**src/rtl/sst_pkg.sv**
```systemverilog
// sst_pkg: shared types, constants and helper functions for the source tokenizer.
// No dependencies; compiled first.
package sst_pkg;

  localparam int KEYWORD_BYTES = 8;
  localparam int KW_BITS       = KEYWORD_BYTES * 8;
  localparam int KW_COUNT      = 24;
  localparam int OFFSET_BITS   = 32;
  localparam int LENGTH_BITS   = 16;
  localparam int LINE_BITS     = 24;
  localparam int TYPE_BITS     = 6;
  localparam int OUT_OFS_BITS  = 32;
  localparam int OUT_LEN_BITS  = 16;
  localparam int FIFO_DEPTH    = 4;
  localparam int PTR_BITS      = $clog2(FIFO_DEPTH);
  localparam int CNT_BITS      = $clog2(FIFO_DEPTH + 1);

  localparam logic [LINE_BITS-1:0] LINE_MAX = '1;

  // token codes
  localparam logic [TYPE_BITS-1:0] TOK_UNKNOWN = 6'd0;
  localparam logic [TYPE_BITS-1:0] TOK_IDENT   = 6'd1;
  localparam logic [TYPE_BITS-1:0] TOK_NUMBER  = 6'd2;
  localparam logic [TYPE_BITS-1:0] TOK_STRING  = 6'd3;
  localparam logic [TYPE_BITS-1:0] TOK_LPAREN  = 6'd4;
  localparam logic [TYPE_BITS-1:0] TOK_RPAREN  = 6'd5;
  localparam logic [TYPE_BITS-1:0] TOK_LBRACE  = 6'd6;
  localparam logic [TYPE_BITS-1:0] TOK_RBRACE  = 6'd7;
  localparam logic [TYPE_BITS-1:0] TOK_COMMA   = 6'd8;
  localparam logic [TYPE_BITS-1:0] TOK_DOT     = 6'd9;
  localparam logic [TYPE_BITS-1:0] TOK_MINUS   = 6'd10;
  localparam logic [TYPE_BITS-1:0] TOK_PLUS    = 6'd11;
  localparam logic [TYPE_BITS-1:0] TOK_SEMI    = 6'd12;
  localparam logic [TYPE_BITS-1:0] TOK_SLASH   = 6'd13;
  localparam logic [TYPE_BITS-1:0] TOK_STAR    = 6'd14;
  localparam logic [TYPE_BITS-1:0] TOK_BANG    = 6'd15;
  localparam logic [TYPE_BITS-1:0] TOK_EQUAL   = 6'd16;
  localparam logic [TYPE_BITS-1:0] TOK_GREATER = 6'd17;
  localparam logic [TYPE_BITS-1:0] TOK_LESS    = 6'd18;
  localparam int                   TOK_KEY0    = 19;

  // characters
  localparam logic [7:0] CH_TAB     = 8'h09;
  localparam logic [7:0] CH_NL      = 8'h0A;
  localparam logic [7:0] CH_CR      = 8'h0D;
  localparam logic [7:0] CH_SPACE   = 8'h20;
  localparam logic [7:0] CH_BANG    = "!";
  localparam logic [7:0] CH_QUOTE   = 8'h22;
  localparam logic [7:0] CH_LPAREN  = "(";
  localparam logic [7:0] CH_RPAREN  = ")";
  localparam logic [7:0] CH_STAR    = "*";
  localparam logic [7:0] CH_PLUS    = "+";
  localparam logic [7:0] CH_COMMA   = ",";
  localparam logic [7:0] CH_MINUS   = "-";
  localparam logic [7:0] CH_DOT     = ".";
  localparam logic [7:0] CH_SLASH   = "/";
  localparam logic [7:0] CH_SEMI    = ";";
  localparam logic [7:0] CH_LESS    = "<";
  localparam logic [7:0] CH_EQUAL   = "=";
  localparam logic [7:0] CH_GREATER = ">";
  localparam logic [7:0] CH_USCORE  = "_";
  localparam logic [7:0] CH_LBRACE  = "{";
  localparam logic [7:0] CH_RBRACE  = "}";

  // keywords, right-aligned and zero padded
  localparam logic [KW_BITS-1:0] KW_TEXT [KW_COUNT] = '{
    KW_BITS'("if"),      KW_BITS'("else"),    KW_BITS'("false"),  KW_BITS'("for"),
    KW_BITS'("nil"),     KW_BITS'("or"),      KW_BITS'("print"),  KW_BITS'("input"),
    KW_BITS'("var"),     KW_BITS'("loop"),    KW_BITS'("to"),     KW_BITS'("step"),
    KW_BITS'("break"),   KW_BITS'("continue"), KW_BITS'("down"),  KW_BITS'("compeq"),
    KW_BITS'("compneq"), KW_BITS'("compge"),  KW_BITS'("comple"), KW_BITS'("compg"),
    KW_BITS'("compl"),   KW_BITS'("and"),     KW_BITS'("not"),    KW_BITS'("true")
  };

  typedef enum logic [3:0] {
    MODE_IDLE,
    MODE_MINUS,
    MODE_SLASH,
    MODE_LINEC,
    MODE_BLOCKC,
    MODE_BLOCKSTAR,
    MODE_IDENT,
    MODE_INT,
    MODE_FRAC,
    MODE_STRING
  } scan_mode_e;

  typedef struct packed {
    logic [7:0] char_byte;
    logic       end_of_input;
  } item_t;

  typedef struct packed {
    logic [TYPE_BITS-1:0]    token_type;
    logic [OUT_OFS_BITS-1:0] start_offset;
    logic [OUT_LEN_BITS-1:0] token_length;
    logic [LINE_BITS-1:0]    line_number;
    logic                    last_result;
  } token_t;

  typedef struct packed {
    logic [1:0] count;
    token_t     word0;
    token_t     word1;
  } push_t;

  function automatic logic is_digit(logic [7:0] c);
    return (c >= "0") && (c <= "9");
  endfunction

  function automatic logic is_alpha(logic [7:0] c);
    return ((c >= "a") && (c <= "z")) || ((c >= "A") && (c <= "Z"));
  endfunction

  function automatic logic [TYPE_BITS-1:0] punct_type(logic [7:0] c);
    logic [TYPE_BITS-1:0] t;
    unique case (c)
      CH_LPAREN:  t = TOK_LPAREN;
      CH_RPAREN:  t = TOK_RPAREN;
      CH_LBRACE:  t = TOK_LBRACE;
      CH_RBRACE:  t = TOK_RBRACE;
      CH_COMMA:   t = TOK_COMMA;
      CH_DOT:     t = TOK_DOT;
      CH_MINUS:   t = TOK_MINUS;
      CH_PLUS:    t = TOK_PLUS;
      CH_SEMI:    t = TOK_SEMI;
      CH_SLASH:   t = TOK_SLASH;
      CH_STAR:    t = TOK_STAR;
      CH_BANG:    t = TOK_BANG;
      CH_EQUAL:   t = TOK_EQUAL;
      CH_GREATER: t = TOK_GREATER;
      CH_LESS:    t = TOK_LESS;
      default:    t = TOK_UNKNOWN;
    endcase
    return t;
  endfunction

endpackage

```
**src/rtl/sst_if.sv**
```systemverilog
// Valid/ready channel interfaces for source bytes in and token words out.
// Depends on sst_pkg.
interface sst_byte_if;
  import sst_pkg::*;
  logic       valid;
  logic       ready;
  logic [7:0] char_byte;
  logic       end_of_input;
  modport source (output valid, output char_byte, output end_of_input, input ready);
  modport sink (input valid, input char_byte, input end_of_input, output ready);
endinterface

interface sst_token_if;
  import sst_pkg::*;
  logic                    valid;
  logic                    ready;
  logic [TYPE_BITS-1:0]    token_type;
  logic [OUT_OFS_BITS-1:0] start_offset;
  logic [OUT_LEN_BITS-1:0] token_length;
  logic [LINE_BITS-1:0]    line_number;
  logic                    last_result;
  modport source (output valid, output token_type, output start_offset, output token_length,
                  output line_number, output last_result, input ready);
  modport sink (input valid, input token_type, input start_offset, input token_length,
                input line_number, input last_result, output ready);
endinterface

```
**src/rtl/sst_keyword.sv**
```systemverilog
// sst_keyword: parallel compare of the identifier window against the keyword list.
// Depends on sst_pkg.
module sst_keyword (
  input  logic [sst_pkg::KW_BITS-1:0]     win_i,
  input  logic [sst_pkg::LENGTH_BITS-1:0] len_i,
  input  logic                            too_long_i,
  output logic [sst_pkg::TYPE_BITS-1:0]   type_o
);
  import sst_pkg::*;

  logic eligible;

  assign eligible = !too_long_i && (len_i <= LENGTH_BITS'(KEYWORD_BYTES));

  always_comb begin
    type_o = TOK_IDENT;
    for (int i = 0; i < KW_COUNT; i++) begin
      if (eligible && (win_i == KW_TEXT[i])) begin
        type_o = TYPE_BITS'(TOK_KEY0 + i);
      end
    end
  end

endmodule

```
**src/rtl/sst_out_fifo.sv**
```systemverilog
// sst_out_fifo: small token queue, up to two words written and one read per cycle.
// Depends on sst_pkg.
module sst_out_fifo (
  input  logic           clk_i,
  input  logic           rst_ni,
  input  sst_pkg::push_t push_i,
  output logic           room_o,
  output logic           valid_o,
  input  logic           ready_i,
  output sst_pkg::token_t head_o
);
  import sst_pkg::*;

  token_t               mem [FIFO_DEPTH];
  logic [PTR_BITS-1:0]  wr_q, wr_d, rd_q, rd_d;
  logic [CNT_BITS-1:0]  cnt_q, cnt_d;
  logic                 pop;

  assign pop     = valid_o && ready_i;
  assign valid_o = (cnt_q != '0);
  assign head_o  = mem[rd_q];
  assign room_o  = (cnt_q <= CNT_BITS'(FIFO_DEPTH - 2));

  always_comb begin
    wr_d  = wr_q + PTR_BITS'(push_i.count);
    rd_d  = rd_q + PTR_BITS'(pop);
    cnt_d = cnt_q + CNT_BITS'(push_i.count) - CNT_BITS'(pop);
  end

  always_ff @(posedge clk_i) begin
    if (push_i.count != 2'd0) begin
      mem[wr_q] <= push_i.word0;
    end
    if (push_i.count == 2'd2) begin
      mem[wr_q + 1'b1] <= push_i.word1;
    end
  end

  always_ff @(posedge clk_i or negedge rst_ni) begin
    if (!rst_ni) begin
      wr_q  <= '0;
      rd_q  <= '0;
      cnt_q <= '0;
    end else begin
      wr_q  <= wr_d;
      rd_q  <= rd_d;
      cnt_q <= cnt_d;
    end
  end

  a_cnt_bound: assert property (@(posedge clk_i) disable iff (!rst_ni)
    cnt_q <= CNT_BITS'(FIFO_DEPTH))
    else $error("token queue overfilled");

  a_push_room: assert property (@(posedge clk_i) disable iff (!rst_ni)
    (push_i.count != 2'd0) |-> (cnt_q <= CNT_BITS'(FIFO_DEPTH - 2)))
    else $error("token push without room");

  a_ptr_track: assert property (@(posedge clk_i) disable iff (!rst_ni)
    wr_q == PTR_BITS'(rd_q + PTR_BITS'(cnt_q)))
    else $error("queue pointers out of step with count");

endmodule

```
**src/rtl/sst_scan.sv**
```systemverilog
// sst_scan: scanner state and per-byte step; emits up to two token words per item.
// Depends on sst_pkg and sst_keyword.
module sst_scan (
  input  logic           clk_i,
  input  logic           rst_ni,
  input  logic           go_i,
  input  sst_pkg::item_t item_i,
  output sst_pkg::push_t push_o
);
  import sst_pkg::*;

  scan_mode_e             mode_q, mode_d;
  logic [KW_BITS-1:0]     win_q, win_d;
  logic                   too_long_q, too_long_d;
  logic [OFFSET_BITS-1:0] begin_q, begin_d;
  logic [LENGTH_BITS-1:0] len_q, len_d;
  logic [OFFSET_BITS-1:0] pos_q, pos_d;
  logic [LINE_BITS-1:0]   line_q, line_d;
  logic                   done_q, done_d;

  logic [7:0]             c;
  logic                   eoi, live, restart;
  logic                   c_digit, c_alpha, c_word, c_other;
  logic [LINE_BITS-1:0]   line_inc;
  logic [LENGTH_BITS-1:0] len_sat;
  logic [TYPE_BITS-1:0]   ident_type;
  logic                   a_v, b_v;
  token_t                 a_rec, b_rec;

  function automatic token_t make_rec(logic [TYPE_BITS-1:0] t, logic [OFFSET_BITS-1:0] b,
                                      logic [LENGTH_BITS-1:0] l, logic [LINE_BITS-1:0] ln);
    token_t r;
    r.token_type   = t;
    r.start_offset = OUT_OFS_BITS'(b);
    r.token_length = OUT_LEN_BITS'(l);
    r.line_number  = ln;
    r.last_result  = 1'b0;
    return r;
  endfunction

  assign c        = item_i.char_byte;
  assign eoi      = item_i.end_of_input;
  assign live     = go_i && !done_q;
  assign c_digit  = is_digit(c);
  assign c_alpha  = is_alpha(c);
  assign c_word   = c_digit || c_alpha || (c == CH_USCORE);
  assign c_other  = !(c == CH_SPACE || c == CH_CR || c == CH_TAB || c == CH_NL ||
                      c == CH_SLASH || c == CH_MINUS || c == CH_QUOTE || c_alpha || c_digit);
  assign line_inc = (line_q == LINE_MAX) ? line_q : line_q + 1'b1;
  assign len_sat  = (len_q == '1) ? len_q : len_q + 1'b1;

  sst_keyword u_keyword (
    .win_i      (win_q),
    .len_i      (len_q),
    .too_long_i (too_long_q),
    .type_o     (ident_type)
  );

  // current token ends on this byte and the byte starts over from idle
  always_comb begin
    unique case (mode_q)
      MODE_IDLE:  restart = 1'b1;
      MODE_MINUS: restart = !c_digit;
      MODE_SLASH: restart = !(c == CH_SLASH || c == CH_STAR);
      MODE_IDENT: restart = !c_word;
      MODE_INT:   restart = !(c_digit || c == CH_DOT);
      MODE_FRAC:  restart = !c_digit;
      default:    restart = 1'b0;
    endcase
  end

  // next state
  always_comb begin
    mode_d     = mode_q;
    win_d      = win_q;
    too_long_d = too_long_q;
    begin_d    = begin_q;
    len_d      = len_q;
    pos_d      = pos_q;
    line_d     = line_q;
    done_d     = done_q;
    if (live) begin
      if (eoi) begin
        mode_d = MODE_IDLE;
        done_d = 1'b1;
      end else begin
        pos_d = pos_q + 1'b1;
        unique case (mode_q)
          MODE_MINUS: begin
            if (c_digit) begin
              mode_d = MODE_INT;
              len_d  = LENGTH_BITS'(2);
            end
          end
          MODE_SLASH: begin
            if (c == CH_SLASH) mode_d = MODE_LINEC;
            else if (c == CH_STAR) mode_d = MODE_BLOCKC;
          end
          MODE_LINEC: begin
            if (c == CH_NL) begin
              line_d = line_inc;
              mode_d = MODE_IDLE;
            end
          end
          MODE_BLOCKC: begin
            if (c == CH_STAR) mode_d = MODE_BLOCKSTAR;
            else if (c == CH_NL) line_d = line_inc;
          end
          MODE_BLOCKSTAR: begin
            if (c == CH_SLASH) begin
              mode_d = MODE_IDLE;
            end else if (c != CH_STAR) begin
              if (c == CH_NL) line_d = line_inc;
              mode_d = MODE_BLOCKC;
            end
          end
          MODE_IDENT: begin
            if (c_word) begin
              if (!too_long_q && (len_q < LENGTH_BITS'(KEYWORD_BYTES))) begin
                win_d = {win_q[KW_BITS-9:0], c};
              end else begin
                too_long_d = 1'b1;
              end
              len_d = len_sat;
            end
          end
          MODE_INT: begin
            if (c_digit) begin
              len_d = len_sat;
            end else if (c == CH_DOT) begin
              len_d  = len_sat;
              mode_d = MODE_FRAC;
            end
          end
          MODE_FRAC: begin
            if (c_digit) len_d = len_sat;
          end
          MODE_STRING: begin
            if (c == CH_QUOTE) mode_d = MODE_IDLE;
            else len_d = len_sat;
          end
          default: ;
        endcase
        if (restart) begin
          mode_d  = MODE_IDLE;
          begin_d = pos_q;
          if (c == CH_NL) begin
            line_d = line_inc;
          end else if (c == CH_SLASH) begin
            mode_d = MODE_SLASH;
          end else if (c == CH_MINUS) begin
            mode_d = MODE_MINUS;
          end else if (c_alpha) begin
            mode_d     = MODE_IDENT;
            win_d      = KW_BITS'(c);
            too_long_d = 1'b0;
            len_d      = LENGTH_BITS'(1);
          end else if (c_digit) begin
            mode_d = MODE_INT;
            len_d  = LENGTH_BITS'(1);
          end else if (c == CH_QUOTE) begin
            mode_d  = MODE_STRING;
            begin_d = pos_q + 1'b1;
            len_d   = '0;
          end
        end
      end
    end
  end

  // token words
  always_comb begin
    a_v   = 1'b0;
    b_v   = 1'b0;
    a_rec = make_rec(TOK_UNKNOWN, begin_q, len_q, line_q);
    b_rec = make_rec(TOK_UNKNOWN, pos_q, '0, line_q);
    if (live) begin
      if (eoi) begin
        b_v = 1'b1;
        unique case (mode_q)
          MODE_MINUS: begin
            a_v   = 1'b1;
            a_rec = make_rec(TOK_MINUS, begin_q, LENGTH_BITS'(1), line_q);
          end
          MODE_SLASH: begin
            a_v   = 1'b1;
            a_rec = make_rec(TOK_SLASH, begin_q, LENGTH_BITS'(1), line_q);
          end
          MODE_IDENT: begin
            a_v   = 1'b1;
            a_rec = make_rec(ident_type, begin_q, len_q, line_q);
          end
          MODE_INT, MODE_FRAC: begin
            a_v   = 1'b1;
            a_rec = make_rec(TOK_NUMBER, begin_q, len_q, line_q);
          end
          MODE_STRING: begin
            a_v   = 1'b1;
            a_rec = make_rec(TOK_STRING, begin_q, len_q, line_q);
          end
          default: ;
        endcase
      end else begin
        unique case (mode_q)
          MODE_MINUS: begin
            a_v   = restart;
            a_rec = make_rec(TOK_MINUS, begin_q, LENGTH_BITS'(1), line_q);
          end
          MODE_SLASH: begin
            a_v   = restart;
            a_rec = make_rec(TOK_SLASH, begin_q, LENGTH_BITS'(1), line_q);
          end
          MODE_IDENT: begin
            a_v   = restart;
            a_rec = make_rec(ident_type, begin_q, len_q, line_q);
          end
          MODE_INT, MODE_FRAC: begin
            a_v   = restart;
            a_rec = make_rec(TOK_NUMBER, begin_q, len_q, line_q);
          end
          MODE_STRING: begin
            a_v   = (c == CH_QUOTE);
            a_rec = make_rec(TOK_STRING, begin_q, len_q, line_q);
          end
          default: ;
        endcase
        b_v   = restart && c_other;
        b_rec = make_rec(punct_type(c), pos_q, LENGTH_BITS'(1), line_q);
      end
    end
  end

  always_comb begin
    push_o.count             = {a_v && b_v, a_v ^ b_v};
    push_o.word0             = a_v ? a_rec : b_rec;
    push_o.word0.last_result = !(a_v && b_v);
    push_o.word1             = b_rec;
    push_o.word1.last_result = 1'b1;
  end

  always_ff @(posedge clk_i or negedge rst_ni) begin
    if (!rst_ni) begin
      mode_q     <= MODE_IDLE;
      win_q      <= '0;
      too_long_q <= 1'b0;
      begin_q    <= '0;
      len_q      <= '0;
      pos_q      <= '0;
      line_q     <= LINE_BITS'(1);
      done_q     <= 1'b0;
    end else begin
      mode_q     <= mode_d;
      win_q      <= win_d;
      too_long_q <= too_long_d;
      begin_q    <= begin_d;
      len_q      <= len_d;
      pos_q      <= pos_d;
      line_q     <= line_d;
      done_q     <= done_d;
    end
  end

  a_done_sticky: assert property (@(posedge clk_i) disable iff (!rst_ni)
    done_q |=> done_q)
    else $error("finished flag dropped before reset");

  a_two_words: assert property (@(posedge clk_i) disable iff (!rst_ni)
    (push_o.count == 2'd2) |-> (eoi || restart))
    else $error("two tokens from a byte that does not end a token");

  a_line_nonzero: assert property (@(posedge clk_i) disable iff (!rst_ni)
    line_q != '0)
    else $error("line counter at zero");

endmodule

```
**src/rtl/script_source_tokenizer.sv**
```systemverilog
// script_source_tokenizer: top level; input word register, scanner, token queue.
// Depends on sst_pkg, sst_if, sst_scan, sst_keyword, sst_out_fifo.
// Path: an accepted word is held in the input word register, scanned from there once the
// queue has room, and its tokens are written into the token queue that offers them.
// Throughput: one word per cycle while the four-entry queue holds at most two tokens;
// tokens leave one per cycle, so two-token words or a stalled sink hold the input back.
// Reset: asynchronous, clears all scanner state (line counter to one), no clearing pass.
module script_source_tokenizer (
  input logic         clk_i,
  input logic         rst_ni,
  sst_byte_if.sink    byte_i,
  sst_token_if.source token_o
);
  import sst_pkg::*;

  item_t  item_q;
  logic   item_v_q;
  logic   room, step_go;
  push_t  push;
  token_t head;

  assign step_go      = item_v_q && room;
  assign byte_i.ready = !item_v_q || step_go;

  always_ff @(posedge clk_i or negedge rst_ni) begin
    if (!rst_ni) begin
      item_v_q <= 1'b0;
    end else if (byte_i.ready) begin
      item_v_q <= byte_i.valid;
    end
  end

  always_ff @(posedge clk_i) begin
    if (byte_i.valid && byte_i.ready) begin
      item_q.char_byte    <= byte_i.char_byte;
      item_q.end_of_input <= byte_i.end_of_input;
    end
  end

  sst_scan u_scan (
    .clk_i  (clk_i),
    .rst_ni (rst_ni),
    .go_i   (step_go),
    .item_i (item_q),
    .push_o (push)
  );

  sst_out_fifo u_fifo (
    .clk_i   (clk_i),
    .rst_ni  (rst_ni),
    .push_i  (push),
    .room_o  (room),
    .valid_o (token_o.valid),
    .ready_i (token_o.ready),
    .head_o  (head)
  );

  assign token_o.token_type   = head.token_type;
  assign token_o.start_offset = head.start_offset;
  assign token_o.token_length = head.token_length;
  assign token_o.line_number  = head.line_number;
  assign token_o.last_result  = head.last_result;

endmodule

```
**src/flat_wrapper.sv**
```systemverilog
// flat-port wrapper written by rule: the top's interface ports become plain ports
module script_source_tokenizer_flat import sst_pkg::*;
  (clk_i, rst_ni, byte_i_valid, byte_i_char_byte, byte_i_end_of_input, byte_i_ready, token_o_valid, token_o_token_type, token_o_start_offset, token_o_token_length, token_o_line_number, token_o_last_result, token_o_ready);
  sst_byte_if byte_i_i ();
  sst_token_if token_o_i ();
  input logic clk_i;
  input logic rst_ni;
  input wire logic [$bits(byte_i_i.valid)-1:0] byte_i_valid;
  input wire logic [$bits(byte_i_i.char_byte)-1:0] byte_i_char_byte;
  input wire logic [$bits(byte_i_i.end_of_input)-1:0] byte_i_end_of_input;
  output wire logic [$bits(byte_i_i.ready)-1:0] byte_i_ready;
  output wire logic [$bits(token_o_i.valid)-1:0] token_o_valid;
  output wire logic [$bits(token_o_i.token_type)-1:0] token_o_token_type;
  output wire logic [$bits(token_o_i.start_offset)-1:0] token_o_start_offset;
  output wire logic [$bits(token_o_i.token_length)-1:0] token_o_token_length;
  output wire logic [$bits(token_o_i.line_number)-1:0] token_o_line_number;
  output wire logic [$bits(token_o_i.last_result)-1:0] token_o_last_result;
  input wire logic [$bits(token_o_i.ready)-1:0] token_o_ready;
  assign byte_i_i.valid = byte_i_valid;
  assign byte_i_i.char_byte = byte_i_char_byte;
  assign byte_i_i.end_of_input = byte_i_end_of_input;
  assign byte_i_ready = byte_i_i.ready;
  assign token_o_valid = token_o_i.valid;
  assign token_o_token_type = token_o_i.token_type;
  assign token_o_start_offset = token_o_i.start_offset;
  assign token_o_token_length = token_o_i.token_length;
  assign token_o_line_number = token_o_i.line_number;
  assign token_o_last_result = token_o_i.last_result;
  assign token_o_i.ready = token_o_ready;
  script_source_tokenizer u_core (.clk_i(clk_i), .rst_ni(rst_ni), .byte_i(byte_i_i), .token_o(token_o_i));
endmodule
```
**config.mk**
```make
export PLATFORM = sky130hd
export DESIGN_NAME = script_source_tokenizer_flat
export DESIGN_NICKNAME = d
export VERILOG_FILES = /design/src/rtl/sst_pkg.sv /design/src/rtl/sst_if.sv /design/src/rtl/sst_keyword.sv /design/src/rtl/sst_out_fifo.sv /design/src/rtl/sst_scan.sv /design/src/rtl/script_source_tokenizer.sv /design/src/flat_wrapper.sv
export SDC_FILE = /design/constraint.sdc
export NUM_CORES = 1
export LEC_CHECK = 0
export BUFFER_PORTS_ARGS = -buffer_cell sky130_fd_sc_hd__clkbuf_2
export CAP_MARGIN = 25
export CORE_MARGIN = 3
export CORE_UTILIZATION = 35
export CTS_BUF_LIST = sky130_fd_sc_hd__clkbuf_16
export CTS_CLUSTER_SIZE = 8
export DETAILED_ROUTE_END_ITERATION = 16
export PLACE_DENSITY_LB_ADDON = 0.12
export SLEW_MARGIN = 20
export SYNTH_ARGS = -nofsm -noshare
export SYNTH_HDL_FRONTEND = slang
export SYNTH_HIERARCHICAL = 1
export SYNTH_SLANG_ARGS = --single-unit
```
**constraint.sdc**
```tcl
create_clock -name clk_i -period 12.4 [get_ports clk_i]
set_input_delay 1.86 -clock clk_i [delete_from_list [all_inputs] [get_ports clk_i]]
set_output_delay 1.86 -clock clk_i [all_outputs]
set_load 0.005 [all_outputs]
```
== Yosys cells after proc, flatten, opt, wreduce, memory -nomap -nowiden ==
Memories as Yosys holds them, arrays and structs flattened.
Cells that the tools add are included.

* Add/sub/neg operators: 8
* Bitwise gates (word level): 2
* Mux-type cells: 105
* $lt $le $gt $ge: 9
* Reductions and logical operators: 70
* Eq/ne operators: 66

{| class="wikitable"
|+ Operators with widths
! operator !! count
|-
| 2-to-1 mux 64 bit || 8
|-
| case mux 79 bit (5 select lines) || 1
|-
| equality test 64 x 39 -> 1 bit, second input constant || 6
|-
| equality test 64 x 23 -> 1 bit, second input constant || 5
|-
| equality test 64 x 31 -> 1 bit, second input constant || 5
|-
| 2-to-1 mux 16 bit || 14
|-
| equality test 64 x 15 -> 1 bit, second input constant || 3
|-
| equality test 64 x 47 -> 1 bit, second input constant || 3
|-
| 2-to-1 mux 32 bit || 6
|-
| 2-to-1 mux 24 bit || 7
|-
| 2-to-1 mux 79 bit || 2
|-
| 2-to-1 mux 78 bit || 2
|-
| equality test 8 x 6 -> 1 bit, second input constant || 15
|-
| case mux 16 bit (5 select lines) || 1
|-
| case mux 5 bit (15 select lines) || 1
|-
| 2-to-1 mux 4 bit || 18
|-
| case mux 24 bit (3 select lines) || 1
|-
| 2-to-1 mux 6 bit || 11
|-
| 2-to-1 mux 5 bit || 13
|-
| equality test 64 x 55 -> 1 bit, second input constant || 1
|-
| equality test 64 x 63 -> 1 bit, second input constant || 1
|-
| logical AND 1 bit || 35
|-
| adder 32 x 1 -> 32 bit, second input constant || 1
|-
| case mux 4 bit (7 select lines) || 1
|-
| other kinds (43) || 99
|}

* Flip-flop bits (word level): 191
* Output and inout port bits: 81
* Word-level logic and storage cells: 275
* Memory bits (writable): 316
* Input port bits: 13
* Memories kept: 1

{| class="wikitable"
|+ Memories
! memory !! depth !! width !! read ports !! clocked after memory_dff !! wr ports !! line !! text
|-
| u_core.u_fifo.mem || 4 || 79 || 1 || 0 || 2 || sst_out_fifo.sv:14 || <nowiki>token_t mem [FIFO_DEPTH];</nowiki>
|}

== Logic depth before layout (Yosys ltp) ==
Gate-level depths: netlist of run 1.

* Depth in word-level cells: 30
* Gate-level depth with buffers: 17

== Cells and area by module ==
Netlist of run 1, hierarchy kept.

{| class="wikitable"
|+ Modules (own cells, without submodules)
! module !! cells each !! times used !! area an instance (um^2) !! sequential area each (um^2)
|-
| sst_out_fifo || 803 || 1 || 15541.2 || 9664.3
|-
| sst_scan || 1218 || 1 || 10811.6 || 4355.4
|-
| sst_keyword || 213 || 1 || 1423.9 || 0.0
|-
| script_source_tokenizer || 14 || 1 || 330.3 || 295.3
|}

== Worst setup path before layout of run 1 ==
No wires, ideal clock.

* Path type: register to register
* Start: reg u_core/item_q[8] (netlist name)
* End: mem u_core/u_fifo/mem[0][0] (netlist name), enable pin
* Path buffers: 3
* Slack: 3123 ps
* Period minus slack after synthesis: 9277 ps
* Data required time: 11775 ps
* Arrival time: 8651 ps
* Stages on the path, launching flop included: 13
* Cells stage by stage: edfxtp_1 > or4b_1 > buf_2 > o31a_1 > or2_0 > buf_2 > or3_1 > buf_2 > o211ai_1 > a21oi_1 > ha_1 > o21bai_1 > o21ai_0

{| class="wikitable"
|+ RTL lines
! element !! line !! text
|-
| from (decl) || script_source_tokenizer.sv:16 || <nowiki>item_t item_q;</nowiki>
|-
| to (decl) || sst_out_fifo.sv:14 ||
|}

==> results of run 1 <==
## cell type report
cell class	instances	area, µm²
Sequential cell	507	14300
Antenna cell	1	2.50
Clock buffer	75	1880
Inverter	27	101
Fill cell	7539	47800
Tap cell	1050	1310
Clock inverter	54	348
Timing Repair Buffer	133	774
Multi-Input combinational cell	1521	12700
## registers in the layout, summed over array words and instances (netlist names)
| signal | count |
|---|---|
| u_core/u_fifo/cnt_q | 3 |
| u_core/u_scan/done_q | 1 |
| u_core/u_scan/len_q | 16 |
| u_core/u_scan/win_q | 64 |
| u_core/item_q | 9 |
| u_core/u_scan/begin_q | 32 |
| u_core/u_fifo/mem | 316 |
| u_core/u_scan/line_q | 24 |
| u_core/u_scan/pos_q | 32 |
| u_core/u_fifo/rd_q | 2 |
| u_core/u_scan/mode_q | 4 |
| u_core/u_fifo/wr_q | 2 |
| u_core/u_scan/too_long_q | 1 |
| u_core/item_v_q | 1 |
## layer usage
layer  up-vias  global-route usage (%)  share of wire (%)
met2       437                    29.7                 48
li1       8569                       -                  -
met5         -                       0                  0
met3       110                    2.75                4.3
met4         0                    5.12                2.0
met1      9365                    25.2                 46
## stage by stage
step	setup slack [ns]	power [µW]	std cells
3_3_place_gp	6.22	3010	3238
5_1_grt	5.91	5120	3367
2_1_floorplan	3.12	2630	2263
3_5_place_dp	6.17	3020	3238
4_1_cts	6.17	4960	3367
6_report	6.22	4880	3368
## synth_stat cells, drive strengths merged (14+ instances only)
master | count | area, µm²
buf | 127 | 841
a21oi | 62 | 310
xnor2 | 56 | 490
mux2 | 362 | 4220
nand2 | 192 | 721
nor2b | 14 | 87.6
mux4 | 79 | 1780
nand4 | 56 | 350
clkbuf | 81 | 304
nor4bb | 16 | 160
and2 | 16 | 103
dfrtp | 181 | 4530
nor4 | 49 | 383
and3 | 27 | 169
nor2 | 110 | 415
edfxtp | 325 | 9760
inv | 27 | 101
o21ai | 33 | 165
xor2 | 37 | 324
nand3 | 121 | 611
nand2b | 18 | 120
nor3 | 24 | 120
## power groups by stage
stage | logic, µW | clock network [µW] | registers, µW
after CTS | 940 | 1970 | 2050
final | 919 | 1910 | 2050
after detailed placement | 938 | 0 | 2080
after floorplan | 675 | 0 | 1960
after global routing | 1010 | 2050 | 2070
after global placement | 933 | 0 | 2070
## cell families (layout without fill, tap and decap cells)
kind of cell,Yosys count,count (layout),share of synthesized area [%]
AND/OR/NAND/NOR,735,735,14.4
adder cells (fa/ha/maj),8,8,0.383
buffers and inverters,235,289,4.43
XOR/XNOR,93,93,2.90
multiplexers,448,448,21.6
AO/OA/AOI/OAI,220,220,5.38
flip-flops,507,507,50.9
other,2,18,0.0267
## critical path, cell delays in order (launching register included)
cell	delay [ns]
edfxtp_1	0.67
or4b_2	0.83
nor2_2	0.11
buf_4	0.32
a21o_1	0.23
o21ai_1	0.26
nor2_4	0.15
buf_4	0.68
ha_1	0.53
nand4b_1	0.25
buf_4	0.32
o21ai_4	0.10
buf_4	0.58
buf_4	0.67
## how the worst max path moves through the flow
| stage | startpoint | end | cells past startpoint |
|---|---|---|---|
| 3_3_place_gp | u_core/item_q[1]$_DFFE_PP_ | u_core/u_fifo/mem[0][12]$_DFFE_PP_ | 13 |
| 2_1_floorplan | u_core/item_q[8]$_DFFE_PP_ | u_core/u_fifo/mem[0][0]$_DFFE_PP_ | 12 |
| 6_report | u_core/item_q[1]$_DFFE_PP_ | u_core/u_fifo/mem[0][33]$_DFFE_PP_ | 13 |
| 3_5_place_dp | u_core/item_q[1]$_DFFE_PP_ | u_core/u_fifo/mem[0][17]$_DFFE_PP_ | 13 |
| 5_1_grt | u_core/item_q[7]$_DFFE_PP_ | u_core/u_fifo/mem[0][36]$_DFFE_PP_ | 12 |
| 4_1_cts | u_core/item_q[1]$_DFFE_PP_ | u_core/u_fifo/mem[0][25]$_DFFE_PP_ | 13 |
==> flow_metrics.env, run 1 <==
export IMPL_cts_buffer_depth=3
export IMPL_hold_class="reg2reg"
export IMPL_timing_fmax_ghz=0.162
export IMPL_internal_power_uw=3440
export IMPL_clock_latency_ns=0.62
export IMPL_tightest_slew_ns=1.01
export IMPL_grt_pass1_vias=18900
export IMPL_rows=103
export IMPL_clkPwrFrac_pct=39.2
export IMPL_wl_per_cell_um=22.7
export IMPL_p_comb_share_pct=18.8
export IMPL_ant_nets=0
export IMPL_yosysSeqAreaShare_pct=50.9
export IMPL_power_per_cell_area_nw_per_um2=155
export IMPL_hold_buffers=0
export IMPL_status="finished clean"
export IMPL_root_buffer="clkbuf_16"
export IMPL_rsz0062_at_grt="no"
export IMPL_min_path_cells=2
export IMPL_grt_antenna_before_repair=2
export IMPL_cts_buffers=74
export IMPL_avgSynthCellArea_um2=12.5
export IMPL_remaining_drc_errors=0
export IMPL_initial_core_util_pct=35.5
export IMPL_fin_area_um2=31500
export IMPL_grt_pass1_wl_um=117000
export IMPL_drt_total_wl_um=76300
export IMPL_synthFlopType="edfxtp_1"
export IMPL_reg2reg_slack_ns=6.22
export IMPL_dieArea_um2=83700
export IMPL_clock_sinks=507
export IMPL_dpl_instance_area_um2=29200
export IMPL_fin_util_pct=39.7
export IMPL_min_from="u_core/u_scan/done_q$_DFFE_PN0P_"
export IMPL_gp_congestion=0.881
export IMPL_portBuffers=93
export IMPL_grt_max_degree=82
export IMPL_gr_total_overflow=0
export IMPL_die_height_um=289
export IMPL_cts_resized_gates=0
export IMPL_ff2ff_path_depth=13
export IMPL_avgViaCountPerCell=5.49
export IMPL_grt_use_total_pct=18.2
export IMPL_ios=94
export IMPL_nets=2285
export IMPL_core_region_area_um2=79300
export IMPL_min_to="u_core/u_scan/done_q$_DFFE_PN0P_"
export IMPL_final_common_cell="edfxtp_1"
export IMPL_switching_power_uw=1430
export IMPL_crit_fanout=41
export IMPL_syn_area_um2=28100
export IMPL_finalCritPeriodShare_pct=49.8
export IMPL_finClkSkew_ns=0.0286
export IMPL_swShare_pct=29.4
export IMPL_clk_pin_slew_ns=0.05
export IMPL_yosysWarnings=6
export IMPL_whs_ns=0.507
export IMPL_async_flop_share_pct=35.9
export IMPL_post_cts_buffers=0
export IMPL_drv_slew=0
export IMPL_crit_required_ns=12.64
export IMPL_r2r_end="u_core/u_fifo/mem[0][33]$_DFFE_PP_"
export IMPL_drive_above_1_share_pct=30.3
export IMPL_cts_max_level=3
export IMPL_layout_common_cells="edfxtp_1 (325), mux2_2 (313), nand2_1 (192)"
export IMPL_synth_cell_types=99
export IMPL_cts_tree="yes"
export IMPL_via_count=18500
export IMPL_hpwl_um=47400
export IMPL_fin_crit_ns=6.18
export IMPL_maxCapViolCount=0
export IMPL_die_w_um=289
export IMPL_maxSlewHeadroom_pct=32.6
export IMPL_path_class="reg2reg"
export IMPL_reg2reg_from="u_core/item_q[1]$_DFFE_PP_"
export IMPL_setup_viol=0
export IMPL_synth_edf_count=325
export IMPL_area_growth_pct=11.9
export IMPL_initialDrtViolationCount=1408
export IMPL_drt_pass1_iterations=7
export IMPL_vdd_ir_drop_max_mv=0.0879
export IMPL_setup_tns_ns=0
export IMPL_syn_inst=2248
export IMPL_p_seq_share_pct=42.0
export IMPL_synth_seq_cells=507
export IMPL_worstSetupEndpointType="flop"
export IMPL_p_leak_uw=0.0120
export IMPL_hold_violations=0
export IMPL_cp_data_arrival_time_ns=6.42
export IMPL_worstSetupStartpointType="flop"
(Power assumes the default switching activity.)
==> run 2: changes to the inputs <==
clock period = 5.7 ns   (was 12.4 ns; I/O delays follow)
==> run 2 against run 1 <==
Wire length is 1.2% higher. Register-to-register slack got worse by 5.6 ns. Sequential share of layout area decreased by 0.31 points. Clock power is 110% higher. Maximum frequency grew 22%. Utilization rose by 0.27 points. Die area did not move. Cell count is 0.45% higher. Power is 120% higher. Combinational power is 110% higher.
==> flow_metrics.env, run 2 (synthesis results as in run 1) <==
export IMPL_avgViaCountPerCell=5.48
export IMPL_gp_congestion=0.846
export IMPL_initialDrtViolationCount=1199
export IMPL_largest_register="u_core/u_fifo/mem"
export IMPL_hold_buffers=0
export IMPL_grt_pass1_wl_um=119000
export IMPL_tightest_slew_ns=1.03
export IMPL_clock_sinks=507
export IMPL_reg_top3="u_core/u_fifo/mem x316, u_core/u_scan/win_q x64"
export IMPL_initial_core_util_pct=35.5
export IMPL_die_height_um=289
export IMPL_ant_nets=0
export IMPL_hold_violations=0
export IMPL_finalCritPeriodShare_pct=88.9
export IMPL_portBuffers=93
export IMPL_cts_buffer_depth=3
export IMPL_ff2ff_path_depth=9
export IMPL_cts_tree="yes"
export IMPL_drt_total_wl_um=77200
export IMPL_cp_data_arrival_time_ns=5.36
export IMPL_antenna_diode_count=0
export IMPL_clock_latency_ns=0.61
export IMPL_die_w_um=289
export IMPL_maxSlewHeadroom_pct=31.6
export IMPL_hold_class="in2async"
export IMPL_area_growth_pct=12.7
export IMPL_worstSetupEndpointType="flop"
export IMPL_final_common_cell="edfxtp_1"
export IMPL_core_region_area_um2=79300
export IMPL_nets=2297
export IMPL_cts_buffers=74
export IMPL_wl_per_cell_um=22.8
export IMPL_grt_max_degree=122
export IMPL_vdd_ir_drop_max_mv=0.190
export IMPL_worstSetupStartpointType="flop"
export IMPL_clk_pin_slew_ns=0.05
export IMPL_drv_slew=0
export IMPL_timing_fmax_ghz=0.197
export IMPL_whs_ns=0.247
export IMPL_largest_register_ffs=316
export IMPL_timing_final_ws_setup_ns=0.630
export IMPL_status="finished clean"
export IMPL_remaining_drc_errors=0
export IMPL_layout_common_cells="edfxtp_1 (325), mux2_2 (313), nand2_1 (192)"
export IMPL_fin_crit_ns=5.07
export IMPL_cts_resized_gates=0
export IMPL_rows=103
export IMPL_finClkSkew_ns=0.0244
export IMPL_power_per_cell_area_nw_per_um2=333
export IMPL_maxCapViolCount=0
export IMPL_ios=94
export IMPL_via_count=18500
export IMPL_root_buffer="clkbuf_16"
export IMPL_grt_use_total_pct=18.6
export IMPL_dp_worst_setup_slack_ns=0.598
export IMPL_p_leak_uw=0.0121
export IMPL_post_cts_buffers=0
export IMPL_cts_max_level=3
export IMPL_crit_fanout=28
export IMPL_rsz0062_at_grt="no"
export IMPL_path_class="reg2reg"
export IMPL_setup_viol=0
export IMPL_gr_total_overflow=0
export IMPL_grt_pass1_vias=19200
export IMPL_hpwl_um=48400
export IMPL_grt_antenna_before_repair=1
export IMPL_drt_pass1_iterations=5
export IMPL_drive_above_1_share_pct=30.4
export IMPL_crit_required_ns=5.99
export IMPL_dieArea_um2=83700
==> run 2: cell types whose count changed in the layout (fill, tap and decap cells not counted), moves of 2 or more <==
cell,before,now
inv_1,72,78
inv_16,3,0
buf_12,0,12
clkinv_8,1,3
==> run 2: worst paths after layout <==
| path | end | slack, ns | from |
|---|---|---|---|
| max | u_core/u_fifo/mem[2][59]$_DFFE_PP_ | 0.63 | u_core/item_q[7]$_DFFE_PP_ |
| min | u_core/u_scan/win_q[46]$_DFFE_PN0P_ | 0.25 | rst_ni |
| max reg2reg | u_core/u_fifo/mem[2][59]$_DFFE_PP_ | 0.63 | u_core/item_q[7]$_DFFE_PP_ |
| min reg2reg | u_core/u_scan/done_q$_DFFE_PN0P_ | 0.50 | u_core/u_scan/done_q$_DFFE_PN0P_ |
| max in group asynchronous | u_core/u_fifo/rd_q[1]$_DFF_PN0_ | 4.23 | rst_ni |
| min in group clk_i | u_core/item_q[4]$_DFFE_PP_ | 0.44 | byte_i_char_byte[3] |
==> run 2: cell type report <==
| class | count | area [µm²] |
|---|---|---|
| repair buffers | 145 | 1010 |
| clock buffers | 76 | 1900 |
| clock inverters | 57 | 304 |
| well taps | 1050 | 1310 |
| inverters | 27 | 101 |
| flip-flops and latches | 507 | 14300 |
| fillers | 7587 | 47600 |
| multi-input cells | 1521 | 12700 |
==> run 2: through the flow <==
step	utilization [%]	area [µm²]	power, µW	setup TNS, ns	instances
after floorplan	-	28200	5730	-194.52	2263
after global placement	37.2	29500	6580	0	3250
after detailed placement	37.2	29500	6580	0	3250
after CTS	40.0	31700	10700	0	3383
after global routing	40.0	31700	11100	0	3383
final	40.0	31700	10600	0	3383
==> run 2: report_power, final <==
part	switching [µW]	leakage [µW]	internal, µW	total [µW]
Clock	1640	0.00126	2440	4080
Combinational	1010	0.00552	954	1960
Sequential	421	0.00532	4090	4510
Total	3070	0.0121	7480	10600
==> run 2: critical path: stages (launching register included) <==
cell and delay (ns):
edfxtp_1 0.55, or4b_1 0.79, o31a_1 0.38, or2_0 0.44, nor4_4 0.60, nor2_4 0.09, ha_1 0.60, o21bai_1 0.26
o21bai_4 0.72, buf_12 0.31
==> run 2: layer usage <==
metal  up-vias  track usage [%]  wire length [µm]
li1       8591                -                 -
met1      9456             25.9             35900
met2       365             30.1             36700
met3       116             3.03              2930
met4         0             4.69              1680
met5         -                0                 0
==> run 3: changes to the inputs <==
SYNTH_HIERARCHICAL = not set   (was 1)
==> run 3 against run 2 <==
Register-to-register slack improved by 0.22 ns. Synthesized cell count decreased by 4.6%. Sequential power grew 4%. First-iteration DRC count up 14%. Highest routed layer unchanged. Sequential share of layout area is 2.3 points higher. Non-clock buffer count decreased by 21. Largest cell class unchanged.
==> flow_metrics.env, run 3 <==
export IMPL_post_cts_buffers=0
export IMPL_synth_cell_types=98
export IMPL_clock_sinks=507
export IMPL_crit_required_ns=6.01
export IMPL_cts_max_level=3
export IMPL_netlist_top_cells_count="edfxtp_1 (257), a22o_1 (244), dfrtp_1 (181)"
export IMPL_syn_inst=2144
export IMPL_grt_pass1_vias=18600
export IMPL_avgSynthCellArea_um2=11.8
export IMPL_cts_buffer_depth=3
export IMPL_fin_area_um2=28700
export IMPL_portBuffers=93
export IMPL_syn_area_um2=25300
export IMPL_p_seq_share_pct=42.7
export IMPL_largest_register_ffs=316
export IMPL_hold_buffers=0
export IMPL_internal_power_uw=7560
export IMPL_drt_pass1_iterations=5
export IMPL_drv_slew=0
export IMPL_synth_seq_cells=507
export IMPL_hold_violations=0
export IMPL_drt_total_wl_um=73700
export IMPL_synth_fp_nets=2169
export IMPL_timing_fmax_ghz=0.206
export IMPL_cp_data_arrival_time_ns=5.15
export IMPL_cp_cell_sequence="nand3b_1, nor2_1, o211ai_1, o21a_2, nor4_1, o21a_1, inv_1, ha_1, or3_1, and2_1, clkinv_2, buf_4"
export IMPL_root_buffer="clkbuf_16"
export IMPL_dieArea_um2=75500
export IMPL_layout_common_cells="edfxtp_1 (257), a22o_1 (244), dfrtp_1 (179)"
export IMPL_rsz0062_at_grt="no"
export IMPL_setup_viol=0
export IMPL_dpl_instance_area_um2=26500
export IMPL_rows=97
export IMPL_ios=94
export IMPL_hold_class="in2async"
export IMPL_p_comb_share_pct=21.0
export IMPL_r2r_end="u_core.u_fifo.mem[0][63]$_DFFE_PP_"
export IMPL_async_flop_share_pct=35.9
export IMPL_slowest_delay_ns=0.66
export IMPL_cts_buffers=73
export IMPL_worstSetupEndpointType="flop"
export IMPL_path_class="reg2reg"
export IMPL_wl_per_cell_um=23.3
export IMPL_cp_startpoint="u_core.u_scan.mode_q[3]$_DFFE_PN0P_"
export IMPL_hpwl_um=45900
export IMPL_gr_total_overflow=0
export IMPL_synth_top_area_share_pct=30.5
export IMPL_ant_nets=0
export IMPL_finalCritPeriodShare_pct=85.0
export IMPL_clock_latency_ns=0.62
export IMPL_cts_resized_gates=0
export IMPL_yosysWarnings=0
export IMPL_nets=2193
export IMPL_clk_pin_slew_ns=0.06
export IMPL_synth_top_area_cell="edfxtp_1"
export IMPL_gp_congestion=0.875
export IMPL_initial_core_util_pct=35.8
export IMPL_clkPwrFrac_pct=36.4
export IMPL_cts_tree="yes"
export IMPL_maxSlewHeadroom_pct=25.0
export IMPL_switching_power_uw=3480
export IMPL_synthFlopType="edfxtp_1"
export IMPL_grt_use_total_pct=19.6
export IMPL_worstSetupStartpointType="flop"
export IMPL_die_w_um=275
export IMPL_area_growth_pct=13.6
export IMPL_via_count=18100
export IMPL_synth_most_common_cell="edfxtp_1"
export IMPL_final_common_cell="edfxtp_1"
export IMPL_reg2reg_slack_ns=0.85
export IMPL_power_per_cell_area_nw_per_um2=384
export IMPL_p_leak_uw=0.0106
export IMPL_finClkSkew_ns=0.0217
export IMPL_grt_pass1_wl_um=115000
export IMPL_grt_max_degree=118
export IMPL_largest_register="u_core.u_fifo.mem"
export IMPL_core_region_area_um2=70800
export IMPL_die_height_um=275
export IMPL_swShare_pct=31.5
export IMPL_tightest_slew_ns=1.12
export IMPL_whs_ns=0.234
export IMPL_initialDrtViolationCount=1369
export IMPL_status="finished clean"
export IMPL_synth_edf_count=257
export IMPL_grt_antenna_before_repair=0
export IMPL_avgViaCountPerCell=5.73
export IMPL_ff2ff_path_depth=12
export IMPL_reg2reg_from="u_core.u_scan.mode_q[3]$_DFFE_PN0P_"
export IMPL_reg_top3="u_core.u_fifo.mem x316, u_core.u_scan.win_q x64"
export IMPL_path_depth=12
export IMPL_yosys_top_cells_area="edfxtp_1 (31%), dfrtp_1 (18%), a22o_1 (8.4%)"
export IMPL_critPathTopFamily="simple AND/OR/NAND/NOR gates"
export IMPL_cp_slowest_cell="dfrtp_1"
export IMPL_vdd_ir_drop_max_mv=0.186
export IMPL_worst_path_buf_inv=3
export IMPL_fin_crit_ns=4.85
export IMPL_crit_fanout=31
export IMPL_remaining_drc_errors=0
export IMPL_setup_tns_ns=0
export IMPL_antenna_diode_count=0
export IMPL_drive_above_1_share_pct=16.0
export IMPL_yosysSeqAreaShare_pct=53.9
export IMPL_maxCapViolCount=0
[run 3: layout make-up]
class | count | area [µm²]
clock buffers | 74 | 1850
clock inverters | 56 | 313
fillers | 6714 | 42000
inverters | 27 | 106
multi-input cells | 1435 | 10800
flip-flops and latches | 507 | 13600
well taps | 940 | 1180
repair buffers | 124 | 802
[run 3: cells by family (layout without fill, tap and decap cells)]
family	Yosys count	after routing	synth area share [%]
XOR/XNOR	90	90	3.12
AND/OR/NAND/NOR	746	746	16.3
buffers and inverters	202	281	3.38
adder cells (fa/ha/maj)	12	12	0.623
multiplexers	92	92	7.60
flip-flops	507	507	53.9
AO/OA/AOI/OAI	495	495	15.1
[run 3: power groups by stage]
stage / clock network, µW / logic, µW / registers (µW)
after floorplan: 0 / 1690 / 4420
after global placement: 0 / 2260 / 4840
after detailed placement: 0 / 2260 / 4860
after CTS: 4130 / 2270 / 4790
after global routing: 4280 / 2530 / 4790
final: 4020 / 2310 / 4710
[run 3: per-layer routing]
layer | wire length [µm] | global-route usage (%)
met5 | 0 | 0
met2 | 34800 | 31.6
met3 | 3220 | 2.88
met4 | 1600 | 5.46
met1 | 34100 | 27.6
[run 3: worst max path at each step]
stage,to,slack [ns]
2_1_floorplan,u_core.u_fifo.mem[0][10]$_DFFE_PP_,0.04
5_1_grt,u_core.u_fifo.mem[0][63]$_DFFE_PP_,0.49
6_report,u_core.u_fifo.mem[0][63]$_DFFE_PP_,0.85
3_3_place_gp,u_core.u_fifo.mem[0][57]$_DFFE_PP_,0.98
4_1_cts,u_core.u_fifo.mem[0][6]$_DFFE_PP_,0.83
3_5_place_dp,u_core.u_fifo.mem[0][2]$_DFFE_PP_,0.88
[run 3: stage by stage]
step | utilization, % | total power [µW] | cells | setup slack (ns)
5_1_grt | 40.6 | 11600 | 3163 | 0.488
4_1_cts | 40.6 | 11200 | 3162 | 0.833
2_1_floorplan | - | 6120 | 2144 | 0.0387
3_3_place_gp | 37.5 | 7100 | 3032 | 0.976
3_5_place_dp | 37.5 | 7110 | 3032 | 0.877
6_report | 40.6 | 11000 | 3163 | 0.853
